===== config.mk =====
export PLATFORM = sky130hd
export DESIGN_NAME = dsp_load_file_parser
export DESIGN_NICKNAME = d
export VERILOG_FILES = /design/src/sv/dlfp_pkg.sv /design/src/sv/dlfp_token.sv /design/src/sv/dlfp_record.sv /design/src/sv/dlfp_outreg.sv /design/src/sv/dsp_load_file_parser.sv
export SDC_FILE = /design/constraint.sdc
export NUM_CORES = 1
export LEC_CHECK = 0
export BUFFER_PORTS_ARGS = -buffer_cell sky130_fd_sc_hd__buf_2
export CAP_MARGIN = 20
export CORE_ASPECT_RATIO = 1.2
export CORE_MARGIN = 2
export CORE_UTILIZATION = 40
export DETAILED_ROUTE_END_ITERATION = 6
export GPL_ROUTABILITY_DRIVEN = 0
export PLACE_DENSITY = 0.61
export SYNTH_ARGS = -nofsm -noshare
export SYNTH_HDL_FRONTEND = slang
export SYNTH_SLANG_ARGS = --single-unit

===== constraint.sdc =====
create_clock -name clk -period 4.8 [get_ports clk]
set_input_delay 0.72 -clock clk [delete_from_list [all_inputs] [get_ports clk]]
set_output_delay 0.72 -clock clk [all_outputs]
set_load 0.005 [all_outputs]

===== src/sv/dlfp_pkg.sv =====
// ----------------------------------------------------------------------------
// dlfp_pkg
// Types, keyword tables and character helpers for the load-file parser.
// ----------------------------------------------------------------------------
package dlfp_pkg;

  localparam int NUM_KW = 6;
  localparam int DATA_W = 24;

  // Keyword indexes
  localparam logic [2:0] KW_START   = 3'd0;
  localparam logic [2:0] KW_SYMBOL  = 3'd1;
  localparam logic [2:0] KW_END     = 3'd2;
  localparam logic [2:0] KW_DATA    = 3'd3;
  localparam logic [2:0] KW_BDATA   = 3'd4;
  localparam logic [2:0] KW_COMMENT = 3'd5;

  // Load status codes
  localparam logic [1:0] ST_RUN   = 2'd0;
  localparam logic [1:0] ST_DONE  = 2'd1;
  localparam logic [1:0] ST_FATAL = 2'd2;

  // Keyword text, first character in the highest used byte
  localparam logic [79:0] KW_TEXT [NUM_KW] = '{
    80'("_START"), 80'("_SYMBOL"), 80'("_END"),
    80'("_DATA"), 80'("_BLOCKDATA"), 80'("_COMMENT")
  };
  localparam logic [3:0] KW_LEN [NUM_KW] = '{4'd6, 4'd7, 4'd4, 4'd5, 4'd10, 4'd8};

  // Token scanner state seen by the record logic
  typedef struct packed {
    logic              in_token;
    logic              is_keyword;
    logic [NUM_KW-1:0] candidates;
    logic [3:0]        char_index;
    logic [DATA_W-1:0] hex_acc;
    logic              digit_seen;
  } tok_info_t;

  // Per-transaction control into the token scanner
  typedef struct packed {
    logic step;
    logic eof;
    logic comment_busy;
  } tok_ctl_t;

  // Record engine status toward the top level
  typedef struct packed {
    logic done;
    logic comment_busy;
  } rec_stat_t;

  // One result item
  typedef struct packed {
    logic        write_valid;
    logic [15:0] write_address;
    logic [31:0] write_word;
    logic [1:0]  load_status;
  } result_t;

  function automatic logic is_ws(input logic [7:0] c);
    return (c == 8'h20) || (c >= 8'h09 && c <= 8'h0D);
  endfunction

  // {valid, digit}
  function automatic logic [4:0] hex_val(input logic [7:0] c);
    logic [4:0] r;
    r = 5'd0;
    if (c >= "0" && c <= "9") r = {1'b1, 4'(c - 8'h30)};
    else if (c >= "a" && c <= "f") r = {1'b1, 4'(c - 8'h57)};
    else if (c >= "A" && c <= "F") r = {1'b1, 4'(c - 8'h37)};
    return r;
  endfunction

  // Character idx of keyword k; meaningful only for idx below its length
  function automatic logic [7:0] kw_char(input logic [2:0] k, input logic [3:0] idx);
    logic [79:0] txt;
    logic [3:0]  pos;
    txt = KW_TEXT[k];
    pos = KW_LEN[k] - idx - 4'd1;
    return txt[{pos, 3'b000} +: 8];
  endfunction

endpackage


===== src/sv/dlfp_token.sv =====
// ----------------------------------------------------------------------------
// dlfp_token
// Token scanner: tracks the open token, keyword match and leading hex value.
// ----------------------------------------------------------------------------
module dlfp_token (
  input  logic                clk,
  input  logic                rst,
  input  dlfp_pkg::tok_ctl_t  ctl,
  input  logic [7:0]          char_code,
  output dlfp_pkg::tok_info_t tok
);
  import dlfp_pkg::*;

  logic              in_token, in_token_next;
  logic              token_is_keyword, token_is_keyword_next;
  logic [NUM_KW-1:0] keyword_candidates, keyword_candidates_next;
  logic [3:0]        keyword_char_index, keyword_char_index_next;
  logic [DATA_W-1:0] hex_accumulator, hex_accumulator_next;
  logic              hex_prefix_open, hex_prefix_open_next;
  logic              hex_digit_seen, hex_digit_seen_next;
  logic [4:0]        hv;

  assign hv = hex_val(char_code);

  // Next token state for one transaction
  always_comb begin
    in_token_next           = in_token;
    token_is_keyword_next   = token_is_keyword;
    keyword_candidates_next = keyword_candidates;
    keyword_char_index_next = keyword_char_index;
    hex_accumulator_next    = hex_accumulator;
    hex_prefix_open_next    = hex_prefix_open;
    hex_digit_seen_next     = hex_digit_seen;
    if (ctl.step) begin
      if (ctl.eof) begin
        in_token_next = 1'b0;
      end else if (ctl.comment_busy) begin
        in_token_next = in_token;
      end else if (is_ws(char_code)) begin
        in_token_next = 1'b0;
      end else begin
        // first character opens a fresh token
        if (!in_token) begin
          in_token_next           = 1'b1;
          token_is_keyword_next   = (char_code == "_");
          keyword_candidates_next = '1;
          keyword_char_index_next = 4'd0;
          hex_accumulator_next    = '0;
          hex_prefix_open_next    = 1'b1;
          hex_digit_seen_next     = 1'b0;
        end
        // drop keywords that no longer match
        for (int k = 0; k < NUM_KW; k++) begin
          if (keyword_char_index_next >= KW_LEN[k] ||
              kw_char(3'(k), keyword_char_index_next) != char_code)
            keyword_candidates_next[k] = 1'b0;
        end
        if (keyword_char_index_next != 4'hF)
          keyword_char_index_next = keyword_char_index_next + 4'd1;
        // leading hex digits
        if (hex_prefix_open_next) begin
          if (hv[4]) begin
            hex_accumulator_next = {hex_accumulator_next[DATA_W-5:0], hv[3:0]};
            hex_digit_seen_next  = 1'b1;
          end else begin
            hex_prefix_open_next = 1'b0;
          end
        end
      end
    end
  end

  always_ff @(posedge clk) begin
    if (rst) begin
      in_token           <= 1'b0;
      token_is_keyword   <= 1'b0;
      keyword_candidates <= '1;
      keyword_char_index <= 4'd0;
      hex_accumulator    <= '0;
      hex_prefix_open    <= 1'b1;
      hex_digit_seen     <= 1'b0;
    end else begin
      in_token           <= in_token_next;
      token_is_keyword   <= token_is_keyword_next;
      keyword_candidates <= keyword_candidates_next;
      keyword_char_index <= keyword_char_index_next;
      hex_accumulator    <= hex_accumulator_next;
      hex_prefix_open    <= hex_prefix_open_next;
      hex_digit_seen     <= hex_digit_seen_next;
    end
  end

  assign tok = '{in_token:   in_token,
                 is_keyword: token_is_keyword,
                 candidates: keyword_candidates,
                 char_index: keyword_char_index,
                 hex_acc:    hex_accumulator,
                 digit_seen: hex_digit_seen};

endmodule


===== src/sv/dlfp_record.sv =====
// ----------------------------------------------------------------------------
// dlfp_record
// Record engine: follows the record grammar, emits memory writes and status.
// ----------------------------------------------------------------------------
module dlfp_record #(
  parameter int ADDR_WIDTH = 16,
  parameter int WORD_SHIFT = 8
) (
  input  logic                clk,
  input  logic                rst,
  input  logic                step,
  input  logic                eof,
  input  logic [7:0]          char_code,
  input  dlfp_pkg::tok_info_t tok,
  output dlfp_pkg::rec_stat_t stat,
  output logic                res_valid,
  output dlfp_pkg::result_t   res
);
  import dlfp_pkg::*;

  typedef enum logic [2:0] {
    M_IDLE, M_START, M_DATA, M_BDATA, M_END, M_COMMENT
  } mode_t;

  typedef enum logic [1:0] {
    CP_NONE, CP_WAIT_NL, CP_SKIP
  } cphase_t;

  localparam logic [24:0] FOLD_LIMIT = 25'h8000;

  mode_t                 record_mode, record_mode_next;
  logic [2:0]            field_position, field_position_next;
  cphase_t               comment_phase, comment_phase_next;
  logic [ADDR_WIDTH-1:0] load_address, load_address_next;
  logic [DATA_W-1:0]     last_data_value, last_data_value_next;
  logic [1:0]            finished, finished_next;

  logic        do_close, do_cchar, cchar_after, do_dispatch;
  logic        wv;
  logic [15:0] wa;
  logic [31:0] ww;
  logic [24:0] a_ext;
  logic [2:0]  hit;
  logic        hit_ok;

  // Keyword hit from the surviving candidates
  always_comb begin
    hit    = KW_START;
    hit_ok = 1'b0;
    for (int k = 0; k < NUM_KW; k++) begin
      if (tok.candidates[k] && KW_LEN[k] == tok.char_index) begin
        hit    = 3'(k);
        hit_ok = 1'b1;
      end
    end
  end

  // Next record state for one transaction
  always_comb begin
    record_mode_next     = record_mode;
    field_position_next  = field_position;
    comment_phase_next   = comment_phase;
    load_address_next    = load_address;
    last_data_value_next = last_data_value;
    finished_next        = finished;
    do_close    = 1'b0;
    do_cchar    = 1'b0;
    cchar_after = 1'b0;
    do_dispatch = 1'b0;
    wv    = 1'b0;
    wa    = '0;
    ww    = '0;
    a_ext = 25'(load_address);

    // what this transaction does
    if (step) begin
      if (eof) begin
        do_close = tok.in_token;
      end else if (comment_phase != CP_NONE) begin
        do_cchar = 1'b1;
      end else if (is_ws(char_code) && tok.in_token) begin
        do_close    = 1'b1;
        cchar_after = 1'b1;
      end
    end

    // token close
    if (do_close) begin
      case (record_mode)
        M_START: begin
          field_position_next = field_position + 3'd1;
          if (field_position_next >= 3'd3) begin
            field_position_next = 3'd0;
            comment_phase_next  = CP_WAIT_NL;
          end
        end
        M_BDATA: begin
          field_position_next = field_position + 3'd1;
          if (field_position_next >= 3'd4) begin
            field_position_next = 3'd0;
            record_mode_next    = M_IDLE;
          end
        end
        M_END: begin
          do_dispatch = tok.is_keyword;
        end
        M_DATA: begin
          if (field_position == 3'd0) begin
            field_position_next = 3'd1;
          end else if (field_position == 3'd1) begin
            if (tok.digit_seen) load_address_next = tok.hex_acc[ADDR_WIDTH-1:0];
            field_position_next = 3'd2;
          end else if (tok.is_keyword) begin
            do_dispatch = 1'b1;
          end else begin
            if (tok.digit_seen) last_data_value_next = tok.hex_acc;
            // fold high addresses, then write and advance
            if (a_ext > FOLD_LIMIT) a_ext = a_ext - FOLD_LIMIT;
            wv = 1'b1;
            wa = a_ext[15:0];
            ww = 32'(last_data_value_next) << WORD_SHIFT;
            load_address_next = ADDR_WIDTH'(a_ext + 25'd1);
          end
        end
        default: begin
          if (tok.is_keyword) do_dispatch = 1'b1;
          else finished_next = ST_FATAL;
        end
      endcase
    end

    // keyword starts a record; _SYMBOL finishes the load, an unknown keyword is fatal
    if (do_dispatch) begin
      field_position_next = 3'd0;
      if (!hit_ok) begin
        finished_next = ST_FATAL;
      end else begin
        case (hit)
          KW_START:  record_mode_next = M_START;
          KW_SYMBOL: finished_next    = ST_DONE;
          KW_END:    record_mode_next = M_END;
          KW_DATA:   record_mode_next = M_DATA;
          KW_BDATA:  record_mode_next = M_BDATA;
          KW_COMMENT: begin
            record_mode_next   = M_COMMENT;
            comment_phase_next = CP_WAIT_NL;
          end
          default:   finished_next    = ST_FATAL;
        endcase
      end
    end

    // comment line handling, also for the whitespace that closed a token
    if (do_cchar ||
        (cchar_after && finished_next == ST_RUN && comment_phase_next != CP_NONE)) begin
      if (comment_phase_next == CP_WAIT_NL) begin
        if (char_code == 8'h0A) comment_phase_next = CP_SKIP;
        else if (!is_ws(char_code)) finished_next = ST_DONE;
      end else if (char_code == 8'h0A) begin
        comment_phase_next  = CP_NONE;
        record_mode_next    = M_IDLE;
        field_position_next = 3'd0;
      end
    end

    // end of file finishes a running load
    if (step && eof && finished_next == ST_RUN) finished_next = ST_DONE;
  end

  always_ff @(posedge clk) begin
    if (rst) begin
      record_mode     <= M_IDLE;
      field_position  <= 3'd0;
      comment_phase   <= CP_NONE;
      load_address    <= '0;
      last_data_value <= '0;
      finished        <= ST_RUN;
    end else if (step) begin
      record_mode     <= record_mode_next;
      field_position  <= field_position_next;
      comment_phase   <= comment_phase_next;
      load_address    <= load_address_next;
      last_data_value <= last_data_value_next;
      finished        <= finished_next;
    end
  end

  assign stat      = '{done: (finished != ST_RUN), comment_busy: (comment_phase != CP_NONE)};
  assign res_valid = step && (wv || finished_next != ST_RUN);
  assign res       = '{write_valid: wv, write_address: wa, write_word: ww,
                       load_status: finished_next};

endmodule


===== src/sv/dlfp_outreg.sv =====
// ----------------------------------------------------------------------------
// dlfp_outreg
// Result register on the master side; takes a new result whenever it drains.
// ----------------------------------------------------------------------------
module dlfp_outreg (
  input  logic              clk,
  input  logic              rst,
  input  logic              load,
  input  dlfp_pkg::result_t res,
  output logic              ready,
  output logic              m_tvalid,
  input  logic              m_tready,
  output logic [55:0]       m_tdata,  // write_address[15:0], write_word[47:16], load_status[49:48]
  output logic              m_tuser   // write_valid
);
  import dlfp_pkg::*;

  result_t held;

  assign ready = !m_tvalid || m_tready;

  // valid flag and payload
  always_ff @(posedge clk) begin
    if (rst) begin
      m_tvalid <= 1'b0;
    end else if (ready) begin
      m_tvalid <= load;
    end
  end

  always_ff @(posedge clk) begin
    if (ready && load) begin
      held <= res;
    end
  end

  assign m_tdata = {6'b0, held.load_status, held.write_word, held.write_address};
  assign m_tuser = held.write_valid;

endmodule


===== src/sv/dsp_load_file_parser.sv =====
// Results are registered; each reaches the master side in the cycle after its character.
// Throughput: 1 character per cycle when not stalled; token and record state update in the
// accept cycle, so each transaction sees the state left by the one before.
// Reset: rst is synchronous and active high; all parser state returns to idle
// at once, no clearing pass. After a finish status, characters are taken silently.
// ----------------------------------------------------------------------------
// dsp_load_file_parser
// Text load-image parser producing DSP memory writes from a character stream.
// ----------------------------------------------------------------------------
module dsp_load_file_parser #(
  parameter int ADDR_WIDTH = 16,
  parameter int WORD_SHIFT = 8
) (
  input  logic        clk,
  input  logic        rst,
  input  logic        s_tvalid,
  output logic        s_tready,
  input  logic [7:0]  s_tdata,   // char_code[7:0]
  input  logic        s_tlast,   // end_of_file
  output logic        m_tvalid,
  input  logic        m_tready,
  output logic [55:0] m_tdata,   // write_address[15:0], write_word[47:16], load_status[49:48]
  output logic        m_tuser    // write_valid
);
  import dlfp_pkg::*;

  tok_info_t tok;
  tok_ctl_t  tctl;
  rec_stat_t rstat;
  result_t   res;
  logic      res_valid;
  logic      out_ready;
  logic      step;

  // a transaction does work only while the load is running
  assign s_tready = out_ready;
  assign step     = s_tvalid && s_tready && !rstat.done;
  assign tctl     = '{step: step, eof: s_tlast, comment_busy: rstat.comment_busy};

  dlfp_token u_token (
    .clk       (clk),
    .rst       (rst),
    .ctl       (tctl),
    .char_code (s_tdata),
    .tok       (tok)
  );

  dlfp_record #(
    .ADDR_WIDTH (ADDR_WIDTH),
    .WORD_SHIFT (WORD_SHIFT)
  ) u_record (
    .clk       (clk),
    .rst       (rst),
    .step      (step),
    .eof       (s_tlast),
    .char_code (s_tdata),
    .tok       (tok),
    .stat      (rstat),
    .res_valid (res_valid),
    .res       (res)
  );

  dlfp_outreg u_outreg (
    .clk      (clk),
    .rst      (rst),
    .load     (res_valid),
    .res      (res),
    .ready    (out_ready),
    .m_tvalid (m_tvalid),
    .m_tready (m_tready),
    .m_tdata  (m_tdata),
    .m_tuser  (m_tuser)
  );

endmodule


==> impl_metrics.ini <==
[routing]
first_iter_violations = 493
ant_nets = 0
met2_length_um = 9215
via_count = 6358
routed_wirelength_um = 18620
m1WireLength_um = 8248
dr_wl_met3_um = 652
wl_per_cell_um = 15.97
highest-signal-layer = met4
remaining_drc_errors = 0
drt_pre_antenna_iters = 5
post_drt_via_cell_ratio = 5.453

[worst_setup_path]
setup_crit_path_kind = in2reg
critPathMaxFanout = 43
path_cells = buf_2 -> inv_1 -> ha_1 -> xnor2_1 -> o2111ai_2 -> a31o_2 -> nor2_1 -> a211o_1 -> o41ai_1 -> clkinv_1 -> buf_4
crit_path_start_kind = input port
critical_path.slowest_cell = o41ai_1
timing.critical_path.slowest_cell_delay_ns = 0.53
crit_path_end_kind = flip-flop
crit_arrival_ns = 3.63
worst-endpoint-required_ns = 4.91

[pwr]
seqPwrFrac_pct = 43.4
power_density_mw_per_mm2 = 324.5
p_sw_mw = 0.6361
switching_share_pct = 22.88
comb_power_share_pct = 7.5
clockPowerShare_pct = 49.2
p_leak_nw = 3.075
report.power.total_mw = 2.780
power.internal_mw = 2.144
peak_ir_drop_on_the_vdd_network_v = 0.0002291

[clock_tree]
htreeDepth = 4
cts.repair.resized = 0
cts_tree = done
cts.hold.buffers_added = 0
clockBufferDepth = 2
sink_count = 132
cts_root_buffer = clkbuf_16
cts_buffers = 17
clkTransAtPathRegs_ns = 0.06
clock_latency_ns = 0.42
setup_fix_bufs_post_cts = 0

[floorplan]
chipHeight_um = 154.2
std_cell_rows = 54
die_width_um = 129.2
initial_core_util_pct = 41.08
design.die.area_mm2 = 0.01992
fp.coreArea_mm2 = 0.01831
design.portCount = 72

[global_routing]
antenna_violations_before_repair = 1
grt_use_total_pct = 19.16
grt_pass1_vias = 6046
grt_start_max_net_pins = 59
grt_pass1_wl_um = 30650
grt_overflow = 0

[placement]
dp.cells = 1133
post-dp-hpwl_um = 12650
port_buffers = 57
dpl_cell_area_mm2 = 0.007921
dpl_worst_slack_ns = 0.8960

[worst_hold_path]
worstHoldPathType = reg2reg

[layout]
drive_gt1_share_pct = 12.91
nNetsFinal = 945
antenna_cells = 0
finish.cell_count_without_fillers = 1166
flow.area_growth_from_synthesis_pct = 13.91
fin_area_mm2 = 0.008567
final_core_util_pct = 46.79

[sta]
setup_repair_after_global_routing_missed_its_margin = no
final.setup_skew_ns = 0.004824
tns_ns = 0
timing.fmax_ghz = 0.2837
setup_viol_count_final = 0
worst_pin_slew_ns = 0.9858
post_route_setup_slack_ns = 1.275
finalWorstPathRequiredPeriod_ns = 3.525
finalHoldViolations = 0
hold_slack_ns = 0.4484
final-max-slew-violation-count = 0
layout_worst_path_cycle_share_pct = 73.44
max_slew_margin_pct = 34.28

[synthesis]
count_of_unique_library_cells_instantiated_by_yosys = 78
netlist_top_cells_area = dfxtp_1 24%, edfxtp_1 17%, nand2_1 5.5%, ha_1 5.2%, nor2_1 5.1%
yosys.cell_count.top_type = nand2_1
async_reset_ff_share_pct = 0
number_of_synthesized_flops_with_an_enable_pin = 43
synth_sequential_area_ratio_pct = 40.86
synth_top_cell_by_area = dfxtp_1
netlist_instances = 868
post_synth_top_cells = 110 x nand2_1, 103 x nor2_1, 89 x dfxtp_1
post-synth-top-area-fraction_pct = 23.69
synth.cell_area_mm2 = 0.007521
ys.warnings.count = 0
syn_avg_cell_area_um2 = 8.665
synth_seq_cells = 132
postSynth.topFlopCell = dfxtp_1

[job]
maxCapViolations = 0

[outcome]
status = finished clean
## cells in the final DEF, fill, tap and decap left out, types with 19 or more instances in the layout
master and count:
nand2_1 110, nor2_1 103, dfxtp_1 89, a21oi_1 65
buf_2 57, edfxtp_1 43, mux2i_1 34, ha_1 31
o21ai_0 28, a22oi_1 26, nor3_1 22, nand3_1 19
## cells by family (layout without fill, tap and decap cells)
family / after synthesis / in the layout / share of synthesized area (%)
flip-flops: 132 / 132 / 40.86
adder cells (fa/ha/maj): 31 / 31 / 5.157
AO/OA/AOI/OAI: 206 / 206 / 18.68
XOR/XNOR: 24 / 24 / 2.795
buffers and inverters: 90 / 123 / 5.440
other: 1 / 14 / 0.04986
multiplexers: 39 / 39 / 5.274
AND/OR/NAND/NOR: 345 / 345 / 21.74
## metal layers
metal,vias to the layer above,GRT usage [%]
met1,3014,23.19
met5,-,0
met2,154,33.06
li1,3154,-
met3,36,3.770
met4,0,7.764
## worst max-delay path: cells and delay by family
family,cells,cell delay (ns)
adder cells (fa/ha/maj),1,0.27
XOR/XNOR,1,0.15
AO/OA/AOI/OAI,4,1.44
AND/OR/NAND/NOR,1,0.14
buffers and inverters,4,0.89
## worst paths after layout
check | from | endpoint | slack [ns] | cells after the start
setup / recovery | s_tdata[1] | u_outreg.m_tdata[44] | 1.27 | 11
hold / removal | u_record.last_data_value[15] | u_record.last_data_value[15] | 0.45 | 2
setup reg to reg | u_token.in_token | u_token.keyword_candidates[1] | 1.32 | 9
hold reg to reg | u_record.last_data_value[15] | u_record.last_data_value[15] | 0.45 | 2
## power groups by stage
stage	Clock (mW)	Sequential, mW	Combinational (mW)
finish	1.37	1.21	0.208
global route	1.44	1.21	0.230
CTS	1.39	1.21	0.206
detailed placement	0	1.23	0.205
global placement	0	1.23	0.205
floorplan	0	1.23	0.148
## registers in the layout, summed over array words and instances, names as in the netlist, 2 cells and up
| name | cells |
|---|---|
| u_outreg.m_tdata | 42 |
| u_record.last_data_value | 24 |
| u_token.hex_accumulator | 24 |
| u_record.load_address | 16 |
| u_token.keyword_candidates | 6 |
| u_token.keyword_char_index | 4 |
| u_record.field_position | 3 |
| u_record.record_mode | 3 |
| u_record.comment_phase | 2 |
| u_record.finished | 2 |
## final cells by class
type                    instances  area (um^2)
well taps                     252        315.3
flip-flops and latches        132         3073
clock inverters                13        182.7
fillers                      1790         9743
inverters                      24        90.09
clock buffers                  19        442.9
multi-input cells             659         4090
repair buffers                 67        372.9
(Power assumes the default switching activity.)
